## config.mk

```make
export PLATFORM = sky130hd
export DESIGN_NAME = svpwm_div
export DESIGN_NICKNAME = d
export VERILOG_FILES = /design/src/sv/svpwm_sector_duty_calc_defines.svh /design/src/sv/svpwm_div.sv
export SDC_FILE = /design/constraint.sdc
export NUM_CORES = 2
export LEC_CHECK = 0
export ABC_AREA = 1
export BUFFER_PORTS_ARGS = -buffer_cell sky130_fd_sc_hd__buf_2
export CAP_MARGIN = 40
export CORE_UTILIZATION = 45
export DETAILED_ROUTE_END_ITERATION = 10
export SYNTH_ARGS = -nofsm -noshare
export SYNTH_HDL_FRONTEND = slang
export SYNTH_SLANG_ARGS = --single-unit
```

## constraint.sdc

```tcl
create_clock -name clk_i -period 1.9 [get_ports clk_i]
set_input_delay 0.095 -clock clk_i [delete_from_list [all_inputs] [get_ports clk_i]]
set_output_delay 0.095 -clock clk_i [all_outputs]
set_load 0.02 [all_outputs]
```

## src/sv/svpwm_sector_duty_calc_defines.svh

```systemverilog
// ----------------------------------------------------------------------------
// SVPWM sector/duty calculator assertion macros
// Concurrent assertion wrappers, empty in synthesis builds.
// ----------------------------------------------------------------------------
`ifndef SVPWM_SECTOR_DUTY_CALC_DEFINES_SVH
`define SVPWM_SECTOR_DUTY_CALC_DEFINES_SVH
`ifndef SYNTHESIS
`define SVP_ASSERT(lbl, prop) \
  lbl: assert property (@(posedge clk_i) disable iff (!rst_ni) prop) \
    else $error("assertion failed");
`define SVP_ASSERT_RST(lbl, prop) \
  lbl: assert property (@(posedge clk_i) prop) else $error("assertion failed");
`else
`define SVP_ASSERT(lbl, prop)
`define SVP_ASSERT_RST(lbl, prop)
`endif
`endif

```

## src/sv/svpwm_div.sv

```systemverilog
// ----------------------------------------------------------------------------
// SVPWM ratio divider
// Pipelined restoring divider, one quotient bit per stage:
// q = floor(n / d), n has DW+QW bits, d has DW bits, n < d * 2^QW.
// ----------------------------------------------------------------------------
`timescale 1ns / 1ps
module svpwm_div #(
  parameter int QW = 16,
  parameter int DW = 40,
  parameter int TW = 1
) (
  input  logic          clk_i,
  input  logic [DW-1:0] num_hi_i,
  input  logic [QW-1:0] num_lo_i,
  input  logic [DW-1:0] den_i,
  input  logic [TW-1:0] tag_i,
  output logic [QW-1:0] quo_o,
  output logic [TW-1:0] tag_o
);
  logic [DW-1:0] rem_q [QW];
  logic [QW-1:0] low_q [QW];
  logic [DW-1:0] den_q [QW];
  logic [TW-1:0] tag_q [QW];

  for (genvar s = 0; s < QW; s++) begin : g_st
    logic [DW-1:0] rem_in;
    logic [QW-1:0] low_in;
    logic [DW-1:0] den_in;
    logic [TW-1:0] tag_in;
    logic [DW:0]   sh;
    logic          ge;
    if (s == 0) begin : g_in
      assign rem_in = num_hi_i;
      assign low_in = num_lo_i;
      assign den_in = den_i;
      assign tag_in = tag_i;
    end else begin : g_in
      assign rem_in = rem_q[s-1];
      assign low_in = low_q[s-1];
      assign den_in = den_q[s-1];
      assign tag_in = tag_q[s-1];
    end
    always_comb begin
      sh = {rem_in, low_in[QW-1]};
      ge = sh >= {1'b0, den_in};
    end
    always_ff @(posedge clk_i) begin
      rem_q[s] <= ge ? DW'(sh - {1'b0, den_in}) : sh[DW-1:0];
      low_q[s] <= {low_in[QW-2:0], ge};
      den_q[s] <= den_in;
      tag_q[s] <= tag_in;
    end
  end

  assign quo_o = low_q[QW-1];
  assign tag_o = tag_q[QW-1];
endmodule
```

After elaboration in Yosys (flattened, before gate mapping) --
Memories as Yosys holds them, arrays and structs flattened. Cells that the tools add are included.
Storage, ports and cells: RAM bits 1552, output and inout bits 17, word-level logic and storage cells 52, input bits 98, memories 4, flip-flop bits (word level) 0
Memories:
- den_q | depth 16, width 40, rd ports 15, clocked after Yosys merged registers in 0, wr ports 16, RTL line svpwm_div.sv:22 | logic [DW-1:0] den_q [QW];
- rem_q | depth 16, width 40, rd ports 15, clocked after Yosys merged registers in 0, wr ports 16, RTL line svpwm_div.sv:20 | logic [DW-1:0] rem_q [QW];
- low_q | depth 16, width 16, rd ports 16, clocked after Yosys merged registers in 0, wr ports 16, RTL line svpwm_div.sv:21 | logic [QW-1:0] low_q [QW];
- tag_q | depth 16, width 1, rd ports 16, clocked after Yosys merged registers in 0, wr ports 16, RTL line svpwm_div.sv:23 | logic [TW-1:0] tag_q [QW];
Cells by class: order comparisons 16, add/sub/neg operators 16, multiplexer cells 16
Operators with widths (number):
- 41-bit by 40-bit >= comparator with 1-bit output | 16
- 40-bit two-way mux | 16
- 40-bit subtractor | 16

Logic depth before layout (Yosys ltp) --
depth after elaboration 2, gate-level depth with buffers 18, depth with buffers taken out 15

Worst setup path before layout --
OpenSTA, ideal clock, no wires.
path kind flip-flop to flip-flop, from memory low_q[3][15], to memory rem_q[4][24] (netlist: rem_q[0][184]), cell stages (with the launch flop) 14, setup time 0.113 ns, buffers on the path 0, data arrival time 1.842 ns, path slack -0.055 ns, data required time 1.787 ns, cell sequence dfxtp_1 > inv_1 > ha_1 > fa_1 > o21ai_0 > nand2_1 > nand2_1 > nand2_1 > nand2_1 > nand2_1 > nand2_1 > nand2_1 > nand3_1 > nand2_1
RTL lines (RTL line):
- from (decl) | svpwm_div.sv:21
- to (decl) | svpwm_div.sv:20

==> reports/results.txt <==
worst-path cell chain - ha_4 -> buf_6 -> nand2_4 -> nor2_4 -> nand2_2 -> nor2_4 -> and3_4 -> nor2_4 -> nand2_4 -> clkinv_8 -> buf_12 -> buf_16 -> nand2_2 -> nand2_2
worst hold path type - in -> reg
final worst setup slack - -0.491 ns
Slowest-stage cell, CP - dfxtp_2
CP Launch Type - flop
Worst Setup SP - rem_q[1][142]
R2R Setup Slk - -0.49 ns
mapped cell area - 86,800 µm²
final hold viol count - 0
Worst-path clk slew - 0.07 ns
HPWL Detailed - 306 mm
Post-Syn Nets - 14,500
first-pass GRT wire length - 593 mm
clock latency on the worst-skew pair - 0.86 ns
H-tree depth - 4
CTS tree - done
worst stage delay on the critical path - 0.43 ns
Yosys top cell by area - dfxtp_1
Setup TNS - -135.86 ns
Die Y - 441 µm
total die area - 195,000 µm²
period utilisation layout - 126%
failing checks - setup timing
clock sink total - 1,472
ys async rst share - 0%
outcome - complete, but fails checks
post-synthesis sequential area ratio - 34.0%
Max FO, Critical Path - 8
fraction of layout instances using a drive strength above 1 - 47.6%
post-synth top area share - 34.0%
Yosys cell types - 38
Max-cap violations - 0
DRT antenna net count - 0
DR pass1 iterations - 9
I/O pin cnt - 115
CTS Buffer Depth - 3
largest net degree at the start of global routing - 33
peak supply drop - 0.00128 V
Clock Skew - 0.0337 ns
crit end category - flop
final global-route overflow total - 0
unrepaired setup endpoints after global routing - yes
FILL cells - 13,000
LEAKAGE - 79.8 nW
Period minus WS final - 2.39 ns
Total Wirelength - 424 mm
number of buffers created by CTS - 163
Final Max Slew Viols - 0
Worst Max-Slew Pin Slew - 0.764 ns
PwrDens - 1910 nW/µm²
commonest register cell after synthesis - dfxtp_1
placed cells - 19,600
IO buf count - 114
# nets final - 18,900
CP required - 2.61 ns
vias in the first global route - 104,000
core footprint - 191,000 µm²
Syn Inst Count - 13,700
clock root cell - clkbuf_16
fin cells - 20,800
initial antenna violation count - 33
post-place setup slack - -0.833 ns
hold_sp - den_i[36]
Layout area overhead - 73.9%
WP data arrival - 3.11 ns
Avg Cell Area, Syn - 6.31 µm²
final design utilization - 79.1%
fmax - 418 MHz
Tot Pwr - 288 mW
Synthesis Warnings - 0
Slew headroom - 49.0%
DRT iter0 DRCs - 9,382
most frequent cells after synthesis - nand2_1, inv_1, dfxtp_1, nor2_1, nand3_1
DR WL/cell - 20.4 µm
Cell Rows - 160
Initial Util - 45.5%
number of flops mapped to enable cells by yosys - 0
r2r startpoint - rem_q[1][142]
post-synthesis register bit count - 1,472
count leader, synth - nand2_1
critical path type - reg -> reg
ranking of synthesized cells by area - dfxtp_1, nand2_1, inv_1
via count - 107,000
die width - 441 µm
setup violators final - 596
Vias/cell - 5.16
routability congestion estimate - 1.04
DRC viols - 0
GR Util All Layers - 40.1%
## stage by stage
step / hold WS (ns) / cell area (µm²)
floorplan: 0.123 / 86800
global placement: 0.198 / 116000
detailed placement: 0.199 / 116000
CTS: 0.00207 / 142000
global route: 0.0312 / 151000
finish: 0.0260 / 151000
## critical path: cells and delay by family, from the launching register on
kind | cells | cell delay [ns]
adder cells (fa/ha/maj) | 1 | 0.34
AND/OR/NAND/NOR | 9 | 0.96
flip-flops | 1 | 0.43
buffers and inverters | 4 | 0.50
## placed cells by master (no fill, tap or decap), drive strengths merged, types with 83 or more instances in the layout
cell / n
o21ai: 171
clkbuf: 220
dlygate4sd3: 139
a21oi: 451
nand2: 5489
nor3: 83
nand3: 850
dfxtp: 1472
ha: 640
buf: 4161
inv: 2603
nor2: 1222
nand3b: 109
xor2: 314
## cell type report
class	count	area, µm²	area share [%]
antenna	17	42.5	0.0282
clock inverter	106	1540	1.02
sequential	1472	30900	20.5
tap	2511	3140	2.08
timing repair buffer	4331	36000	23.9
multi-input combinational	9553	65000	43.1
inverter	2586	9880	6.55
clock buffer	194	4360	2.89
## kinds of logic after synthesis
family,after synthesis,share of synthesized area (%)
AND/OR/NAND/NOR,7841,36.3
XOR/XNOR,330,3.33
AO/OA/AOI/OAI,727,4.49
buffers and inverters,2723,12.3
adder cells (fa/ha/maj),655,9.57
flip-flops,1472,34.0
## power breakdown
part | switching, mW | total (mW) | internal, mW
Combinational | 104 | 199 | 94.7
Clock | 14.5 | 35.0 | 20.5
Sequential | 12.8 | 54.4 | 41.6
## registers in the layout, indices dropped and copies added, names as in the netlist
name / flops
tag_q: 16
den_q: 600
rem_q: 600
low_q: 256
## what timing repair did
action | CTS | global route
endpoints found under the setup margin | 575 | 615
resized for setup | 3411 | 2078
gates cloned | 64 | 31
endpoints found under the hold margin | 97 | 0
pin swaps | 720 | 723
hold buffers | 139 | 0
buffers inserted | 431 | 197
## routing by layer
layer	vias to the layer above	global-route usage [%]	routed length, µm
met4	22	32.4	42800
met3	1902	6.94	33700
met5	-	0	165
li1	50500	-	-
met1	49700	45.8	156000
met2	5181	65.9	192000
## final timing paths
check,endpoint,depth (start not counted)
worst min register to register,low_q[4][2],0
worst min-delay path,den_q[0][36],3
worst max register to register,rem_q[1][193],14
worst max-delay path,rem_q[1][193],14
Power figures use the tool's default switching activity.
